--- config.mk ---
export PLATFORM = sky130hd
export DESIGN_NAME = kiss_frame_deframer_top
export DESIGN_NICKNAME = d
export VERILOG_FILES = /design/src/hw/rtl/kfd_pkg.sv /design/src/hw/rtl/kfd_front.sv /design/src/hw/rtl/kfd_queue.sv /design/src/hw/rtl/kfd_back.sv /design/src/hw/rtl/kiss_frame_deframer_top.sv
export SDC_FILE = /design/constraint.sdc
export NUM_CORES = 1
export LEC_CHECK = 0
export BUFFER_PORTS_ARGS = -buffer_cell sky130_fd_sc_hd__buf_4
export CORE_UTILIZATION = 45
export CTS_CLUSTER_DIAMETER = 80
export DETAILED_ROUTE_END_ITERATION = 8
export GPL_TIMING_DRIVEN = 1
export HOLD_SLACK_MARGIN = 0.06
export PLACE_DENSITY = 0.74
export SETUP_SLACK_MARGIN = 0.3
export SLEW_MARGIN = 20
export SYNTH_ARGS = -nofsm -noshare
export SYNTH_HDL_FRONTEND = slang
export SYNTH_HIERARCHICAL = 1
export SYNTH_SLANG_ARGS = --single-unit
--- constraint.sdc ---
create_clock -name clk -period 4.23 [get_ports clk]
set_input_delay 1.269 -clock clk [delete_from_list [all_inputs] [get_ports clk]]
set_output_delay 1.269 -clock clk [all_outputs]
set_load 0.02 [all_outputs]
--- src/hw/rtl/kfd_pkg.sv ---
// Shared types and constants for the KISS frame deframer.
// Used by every module under hw/rtl; depends on nothing.
package kfd_pkg;

	// KISS special bytes
	localparam logic [7:0] KISS_FEND  = 8'hC0;
	localparam logic [7:0] KISS_FESC  = 8'hDB;
	localparam logic [7:0] KISS_TFEND = 8'hDC;
	localparam logic [7:0] KISS_TFESC = 8'hDD;

	// Largest number of payload bytes kept in one frame.
	localparam int FRAME_CAPACITY = 512;

	// The count register must hold the capacity itself and feed a 10-bit port.
	localparam int CAP_BITS  = $clog2(FRAME_CAPACITY + 1);
	localparam int CNT_W     = (CAP_BITS > 10) ? CAP_BITS : 10;
	localparam int OUT_CNT_W = 10;

	// Depth of the queue between the front and the back.
	localparam int QUEUE_DEPTH = 4;
	localparam int QPTR_W      = $clog2(QUEUE_DEPTH);
	localparam int QCNT_W      = $clog2(QUEUE_DEPTH + 1);

	// Byte classes decided by the front.
	localparam logic [2:0] CLS_OTHER = 3'd0;
	localparam logic [2:0] CLS_FEND  = 3'd1;
	localparam logic [2:0] CLS_FESC  = 3'd2;
	localparam logic [2:0] CLS_TFEND = 3'd3;
	localparam logic [2:0] CLS_TFESC = 3'd4;

	// Result kinds.
	localparam logic KIND_DATA = 1'b0;
	localparam logic KIND_END  = 1'b1;

	typedef struct packed {
		logic [2:0] cls;
		logic [7:0] data;
	} item_t;

	// Queue status as seen by its two users.
	typedef struct packed {
		logic  full;
		logic  empty;
	} queue_status_t;

endpackage

--- src/hw/rtl/kfd_front.sv ---
// Front end of the KISS frame deframer: accepts bytes and classifies them.
// Depends on kfd_pkg; feeds kfd_queue.
module kfd_front (
	input  logic                   in_valid,
	output logic                   in_stall,
	input  logic [7:0]             in_byte,
	input  kfd_pkg::queue_status_t q_status,
	output logic                   push,
	output kfd_pkg::item_t         push_item
);

	logic [2:0] cls;

	always_comb begin
		case (in_byte)
			kfd_pkg::KISS_FEND:  cls = kfd_pkg::CLS_FEND;
			kfd_pkg::KISS_FESC:  cls = kfd_pkg::CLS_FESC;
			kfd_pkg::KISS_TFEND: cls = kfd_pkg::CLS_TFEND;
			kfd_pkg::KISS_TFESC: cls = kfd_pkg::CLS_TFESC;
			default:             cls = kfd_pkg::CLS_OTHER;
		endcase
	end

	assign in_stall       = q_status.full;
	assign push           = in_valid && !q_status.full;
	assign push_item.cls  = cls;
	assign push_item.data = in_byte;

endmodule

--- src/hw/rtl/kfd_queue.sv ---
// Short queue of classified bytes between the front and the back.
// Depends on kfd_pkg.
module kfd_queue (
	input  logic                   clk,
	input  logic                   arst_n,
	input  logic                   push,
	input  kfd_pkg::item_t         push_item,
	input  logic                   pop,
	output kfd_pkg::item_t         head_item,
	output kfd_pkg::queue_status_t status
);

	kfd_pkg::item_t                  mem_q [kfd_pkg::QUEUE_DEPTH];
	logic [kfd_pkg::QPTR_W-1:0]      wr_ptr_q;
	logic [kfd_pkg::QPTR_W-1:0]      rd_ptr_q;
	logic [kfd_pkg::QCNT_W-1:0]      count_q;

	always_ff @(posedge clk) begin
		if (push) begin
			mem_q[wr_ptr_q] <= push_item;
		end
	end

	always_ff @(posedge clk or negedge arst_n) begin
		if (!arst_n) begin
			wr_ptr_q <= '0;
			rd_ptr_q <= '0;
			count_q  <= '0;
		end else begin
			if (push) begin
				wr_ptr_q <= wr_ptr_q + 1'b1;
			end
			if (pop) begin
				rd_ptr_q <= rd_ptr_q + 1'b1;
			end
			if (push && !pop) begin
				count_q <= count_q + 1'b1;
			end else if (pop && !push) begin
				count_q <= count_q - 1'b1;
			end
		end
	end

	assign head_item    = mem_q[rd_ptr_q];
	assign status.full  = (count_q == kfd_pkg::QCNT_W'(kfd_pkg::QUEUE_DEPTH));
	assign status.empty = (count_q == '0);

	a_no_overfill: assert property (@(posedge clk) disable iff (!arst_n)
		count_q <= kfd_pkg::QCNT_W'(kfd_pkg::QUEUE_DEPTH))
		else $error("queue count beyond its depth");

	a_no_push_full: assert property (@(posedge clk) disable iff (!arst_n)
		status.full |-> !push)
		else $error("push into a full queue");

	a_no_pop_empty: assert property (@(posedge clk) disable iff (!arst_n)
		status.empty |-> !pop)
		else $error("pop from an empty queue");

endmodule

--- src/hw/rtl/kfd_back.sv ---
// Back end of the KISS frame deframer: frame state machine and result register.
// Depends on kfd_pkg; drains kfd_queue.
module kfd_back (
	input  logic                           clk,
	input  logic                           arst_n,
	input  kfd_pkg::queue_status_t         q_status,
	input  kfd_pkg::item_t                 head_item,
	output logic                           pop,
	output logic                           out_valid,
	input  logic                           out_stall,
	output logic                           result_kind,
	output logic [7:0]                     command_byte,
	output logic [7:0]                     payload_byte,
	output logic [kfd_pkg::OUT_CNT_W-1:0]  byte_count
);

	localparam logic [1:0] PH_HUNT = 2'd0;
	localparam logic [1:0] PH_CMD  = 2'd1;
	localparam logic [1:0] PH_DATA = 2'd2;
	localparam logic [1:0] PH_ESC  = 2'd3;

	localparam logic [kfd_pkg::CNT_W-1:0] CAP = kfd_pkg::CNT_W'(kfd_pkg::FRAME_CAPACITY);

	logic [1:0]                  phase_q;
	logic [7:0]                  cmd_q;
	logic [kfd_pkg::CNT_W-1:0]   cnt_q;

	logic                        res_valid_q;
	logic                        kind_q;
	logic [7:0]                  res_cmd_q;
	logic [7:0]                  res_pay_q;
	logic [kfd_pkg::CNT_W-1:0]   res_cnt_q;

	logic                        advance;
	logic                        has_room;
	logic [1:0]                  phase_d;
	logic                        emit;
	logic                        emit_kind;
	logic [7:0]                  emit_pay;
	logic                        do_store;
	logic                        load_cmd;

	assign advance  = !res_valid_q || !out_stall;
	assign pop      = advance && !q_status.empty;
	assign has_room = (cnt_q < CAP);

	always_comb begin
		phase_d   = phase_q;
		emit      = 1'b0;
		emit_kind = kfd_pkg::KIND_DATA;
		emit_pay  = head_item.data;
		do_store  = 1'b0;
		load_cmd  = 1'b0;
		case (phase_q)
			PH_HUNT: begin
				if (head_item.cls == kfd_pkg::CLS_FEND) begin
					phase_d = PH_CMD;
				end
			end
			PH_CMD: begin
				if (head_item.cls != kfd_pkg::CLS_FEND) begin
					load_cmd = 1'b1;
					phase_d  = PH_DATA;
				end
			end
			PH_DATA: begin
				case (head_item.cls)
					kfd_pkg::CLS_FEND: begin
						emit      = 1'b1;
						emit_kind = kfd_pkg::KIND_END;
						emit_pay  = 8'h00;
						phase_d   = PH_CMD;
					end
					kfd_pkg::CLS_FESC: begin
						phase_d = PH_ESC;
					end
					default: begin
						do_store = has_room;
					end
				endcase
			end
			default: begin
				// A bad escape, FEND included, is swallowed and the frame goes on.
				if (head_item.cls == kfd_pkg::CLS_TFEND) begin
					do_store = has_room;
					emit_pay = kfd_pkg::KISS_FEND;
				end else if (head_item.cls == kfd_pkg::CLS_TFESC) begin
					do_store = has_room;
					emit_pay = kfd_pkg::KISS_FESC;
				end
				phase_d = PH_DATA;
			end
		endcase
		if (do_store) begin
			emit = 1'b1;
		end
	end

	always_ff @(posedge clk or negedge arst_n) begin
		if (!arst_n) begin
			phase_q     <= PH_HUNT;
			cmd_q       <= '0;
			cnt_q       <= '0;
			res_valid_q <= 1'b0;
		end else begin
			if (pop) begin
				phase_q <= phase_d;
				if (load_cmd) begin
					cmd_q <= head_item.data;
					cnt_q <= '0;
				end else if (do_store) begin
					cnt_q <= cnt_q + 1'b1;
				end
			end
			if (advance) begin
				res_valid_q <= pop && emit;
			end
		end
	end

	always_ff @(posedge clk) begin
		if (pop && emit) begin
			kind_q    <= emit_kind;
			res_cmd_q <= cmd_q;
			res_pay_q <= emit_pay;
			res_cnt_q <= cnt_q;
		end
	end

	assign out_valid    = res_valid_q;
	assign result_kind  = kind_q;
	assign command_byte = res_cmd_q;
	assign payload_byte = res_pay_q;
	assign byte_count   = res_cnt_q[kfd_pkg::OUT_CNT_W-1:0];

	a_cnt_bounded: assert property (@(posedge clk) disable iff (!arst_n)
		cnt_q <= CAP)
		else $error("stored count beyond frame capacity");

	a_end_zero_payload: assert property (@(posedge clk) disable iff (!arst_n)
		res_valid_q && kind_q == kfd_pkg::KIND_END |-> res_pay_q == 8'h00)
		else $error("frame end carries a payload byte");

	a_no_pop_held: assert property (@(posedge clk) disable iff (!arst_n)
		res_valid_q && out_stall |-> !pop)
		else $error("queue drained while a result is held");

	a_store_counts: assert property (@(posedge clk) disable iff (!arst_n)
		pop && do_store |=> cnt_q == $past(cnt_q) + 1'b1)
		else $error("stored byte not counted");

endmodule

--- src/hw/rtl/kiss_frame_deframer_top.sv ---
// Top level of the KISS frame deframer.
// Depends on kfd_pkg, kfd_front, kfd_queue and kfd_back.

// The block takes one received byte per clock cycle while in_stall is low and
// strips KISS framing: it hunts for an opening FEND, takes the first non-FEND
// byte as the frame's command, unescapes FESC TFEND and FESC TFESC, and emits
// each stored payload byte at once with its index, then a frame-end result
// carrying the command and the stored length on the closing FEND. Bytes past
// the frame capacity are dropped uncounted. The front classifies bytes into a
// four-entry queue and the back runs the frame state machine into a result
// register, so a byte goes through both before its result reaches the output,
// and the sustained rate is one byte per cycle while the output side does not
// stall. in_stall rises only once the queue is full.
module kiss_frame_deframer_top (
	input  logic                          clk,
	input  logic                          arst_n,
	input  logic                          in_valid,
	output logic                          in_stall,
	input  logic [7:0]                    in_byte,
	output logic                          out_valid,
	input  logic                          out_stall,
	output logic                          result_kind,
	output logic [7:0]                    command_byte,
	output logic [7:0]                    payload_byte,
	output logic [kfd_pkg::OUT_CNT_W-1:0] byte_count
);

	kfd_pkg::queue_status_t q_status;
	kfd_pkg::item_t         push_item;
	kfd_pkg::item_t         head_item;
	logic                   push;
	logic                   pop;

	kfd_front u_front (
		.in_valid  (in_valid),
		.in_stall  (in_stall),
		.in_byte   (in_byte),
		.q_status  (q_status),
		.push      (push),
		.push_item (push_item)
	);

	kfd_queue u_queue (
		.clk       (clk),
		.arst_n    (arst_n),
		.push      (push),
		.push_item (push_item),
		.pop       (pop),
		.head_item (head_item),
		.status    (q_status)
	);

	kfd_back u_back (
		.clk          (clk),
		.arst_n       (arst_n),
		.q_status     (q_status),
		.head_item    (head_item),
		.pop          (pop),
		.out_valid    (out_valid),
		.out_stall    (out_stall),
		.result_kind  (result_kind),
		.command_byte (command_byte),
		.payload_byte (payload_byte),
		.byte_count   (byte_count)
	);

endmodule
==> summary.txt <==
Status
  – Status: finished, final reports clean

Global routing
  – Largest net degree at the start of global routing: 29
  – Vias in the first global route: 2280
  – First-pass GRT wire length: 11500 um
  – GRT Util Overall: 15.5%
  – Gr ovfl total: 0
  – Initial antenna violation count: 0

Clock network
  – Max Root-Sink Buffers: 2
  – Clk root buf: clkbuf_8
  – Post-CTS Setup Bufs: 0
  – Worst skew pair latency: 0.35 ns
  – Reg clk slew, reported paths: 0.09 ns
  – Cts hold-fix bufs: 0
  – Clk sink count: 99
  – Num CTS Buffers: 9
  – H-tree level count: 3
  – CTS tree: built
  – Post-CTS sizing: 0

Placed design
  – GPL Wtd Cong: 0.784
  – Hpwl dp: 4750 um
  – # port buffers: 40
  – Post-place setup slack: 1.12 ns
  – DP Cell Count: 431
  – Placed Area: 0.00463 mm^2

STA
  – Fin crit period: 3.09 ns
  – # setup viols final: 0
  – Fmax: 323 MHz
  – Final hold violations: 0
  – PnR worst setup slack: 1.14 ns
  – Final Cycle Share: 73.2%
  – Final Max Slew Viols: 0
  – RSZ-0062 raised after global routing: false
  – Setup Skew: 0.0125 ns
  – Fin Setup TNS: 0 ns
  – Slew HR: 51.6%
  – Least-Margin Pin Slew: 0.727 ns

Drt
  – Final WL: 6890 um
  – Final antenna-violating net count: 0
  – DR pass1 iterations: 4
  – DRC violations left: 0
  – DRT iter0 DRCs: 109
  – DR vias/cell: 5.22
  – Routed vias: 2333
  – Drt wl/cell: 15.4 um

Layout
  – Post-route cell area: 0.00486 mm^2
  – Nets: 332
  – Inserted Diodes: 0
  – Final std cells w/o fill: 447
  – Area growth syn-to-layout: 13.6%
  – Layout cells sized above 1: 26.4%

Synthesis
  – FFs w/ async S/R, synth: 28.3%
  – Cell area after synthesis: 0.00427 mm^2
  – Top cell type's share of synthesized area: 49.9%
  – Average size of a mapped cell: 15.4 um^2
  – Flops & latches, synth: 99
  – Most used DFF post-synth: edfxtp_1
  – Top-count cell post-synth: edfxtp_1
  – Post-synth top cells: 71 x edfxtp_1, 28 x dfrtp_1, 23 x nand2_1
  – Yosys warnings: 6
  – Seq/Total Area, Yosys: 66.3%
  – Net Count, Synth: 296
  – Synthesized netlist cell count: 277
  – Number of synthesized flops with an enable pin: 71
  – Synth unique cells: 52
  – Top post-synthesis cells by area: edfxtp_1 50%, dfrtp_1 16%, mux4_2 4.2%, mux2_4 2.5%, nand2_1 2.0%
  – Post-synth top area cell: edfxtp_1

Critical path
  – FF-to-FF setup slack: 1.14 ns
  – CP Class: register to register
  – Reg2Reg Depth: 6
  – CP Capture Type: register
  – CP Data Arrival Time: 3.11 ns
  – CP required: 4.25 ns
  – Worst setup SP type: register
  – Critical-path maximum fanout: 27

Die
  – # rows: 35
  – Die Wd: 99.4 um
  – Initial Util: 46.2%
  – DIE HEIGHT: 99.4 um
  – Die area: 0.00989 mm^2
  – Core area: 0.00924 mm^2
  – IO Pins: 41

Hold path
  – Hold depth: 0
  – Min-delay worst type: register to register

Pwr
  – Leakage power: 1.87 nW
  – Maximum vdd drop: 0.237 mV
  – Overall power: 3.75 mW
  – Pwr/cell area: 773 mW/mm^2

Run
  – Max-cap violations: 0
[cell usage in the layout (no fill, tap or decap), types with 3 or more instances in the layout]
cell type	netlist	layout
nand2_1	23	23
inv_6	0	4
nor3_1	3	3
nor2b_1	3	3
o21ai_0	11	11
mux4_1	3	3
dfrtp_1	28	28
and2_1	6	6
inv_1	6	6
edfxtp_1	71	71
xor2_1	5	5
mux4_2	8	8
and3_1	3	3
buf_4	9	41
mux2_4	7	7
nor2_1	14	14
ha_1	6	6
nand4_1	3	3
clkbuf_8	0	9
a31oi_1	8	8
nand3b_1	5	5
o211ai_1	3	3
nand2b_1	5	5
nand3_1	5	5
[power by group]
group | switching (mW) | total, mW | internal (mW)
registers | 0.218 | 1.69 | 1.47
clock network | 0.329 | 0.672 | 0.343
logic | 0.784 | 1.40 | 0.612
[cell families (layout without fill, tap and decap cells)]
family	count (synthesis)	count (layout)	share of synthesized area (%)
AO/OA/AOI/OAI	38	38	6.73
multiplexers	22	22	9.52
XOR/XNOR	7	7	1.43
flip-flops	99	99	66.3
buffers and inverters	23	64	3.28
adder cells (fa/ha/maj)	7	7	2.23
AND/OR/NAND/NOR	81	81	10.5
[worst max-delay path: stages (launching register included)]
cell and delay (ns):
dfrtp_1 0.82, mux4_1 0.80, nand3b_1 0.30, o311a_4 0.20
nor2_1 0.20, a21o_1 0.11, buf_4 0.32
[state kept, by name, indices dropped and copies added (netlist names), 3 cells and up]
name,cells
u_back/byte_count,10
u_back/cmd_q,8
u_back/cnt_q,10
u_back/command_byte,8
u_back/payload_byte,8
u_queue/count_q,3
u_queue/mem_q,44
[stage by stage]
stage	hold WS [ns]	utilization, %
3_3_place_gp	0.434	50.1
3_5_place_dp	0.441	50.1
5_1_grt	0.477	52.6
4_1_cts	0.465	52.6
6_report	0.462	52.6
2_1_floorplan	0.419	-
[routing by layer]
| metal | up-vias | GRT usage, % | wire length [um] |
|---|---|---|---|
| met1 | 1169 | 20.8 | 3090 |
| met5 | - | 0 | 0 |
| met2 | 43 | 25.1 | 3450 |
| met3 | 8 | 2.60 | 252 |
| li1 | 1113 | - | - |
| met4 | 0 | 6.79 | 92 |
[path summary, 6_finish.rpt]
kind	start	to
max	u_queue/rd_ptr_q[0]	u_back/payload_byte[6]
max in group asynchronous	arst_n	u_back/cmd_q[3]
max reg2reg	u_queue/rd_ptr_q[0]	u_back/payload_byte[6]
min	u_back/cmd_q[1]	u_back/command_byte[1]
min reg2reg	u_back/cmd_q[1]	u_back/command_byte[1]
min in group asynchronous	arst_n	u_back/cnt_q[8]
[layout make-up]
| cell class | count | area (um^2) |
|---|---|---|
| tap | 129 | 161 |
| timing repair buffer | 41 | 308 |
| clock inverter | 7 | 104 |
| multi-input combinational | 155 | 1300 |
| clock buffer | 9 | 124 |
| fill | 758 | 4380 |
| sequential | 99 | 2830 |
| inverter | 7 | 26.3 |
(Power assumes the default switching activity.)
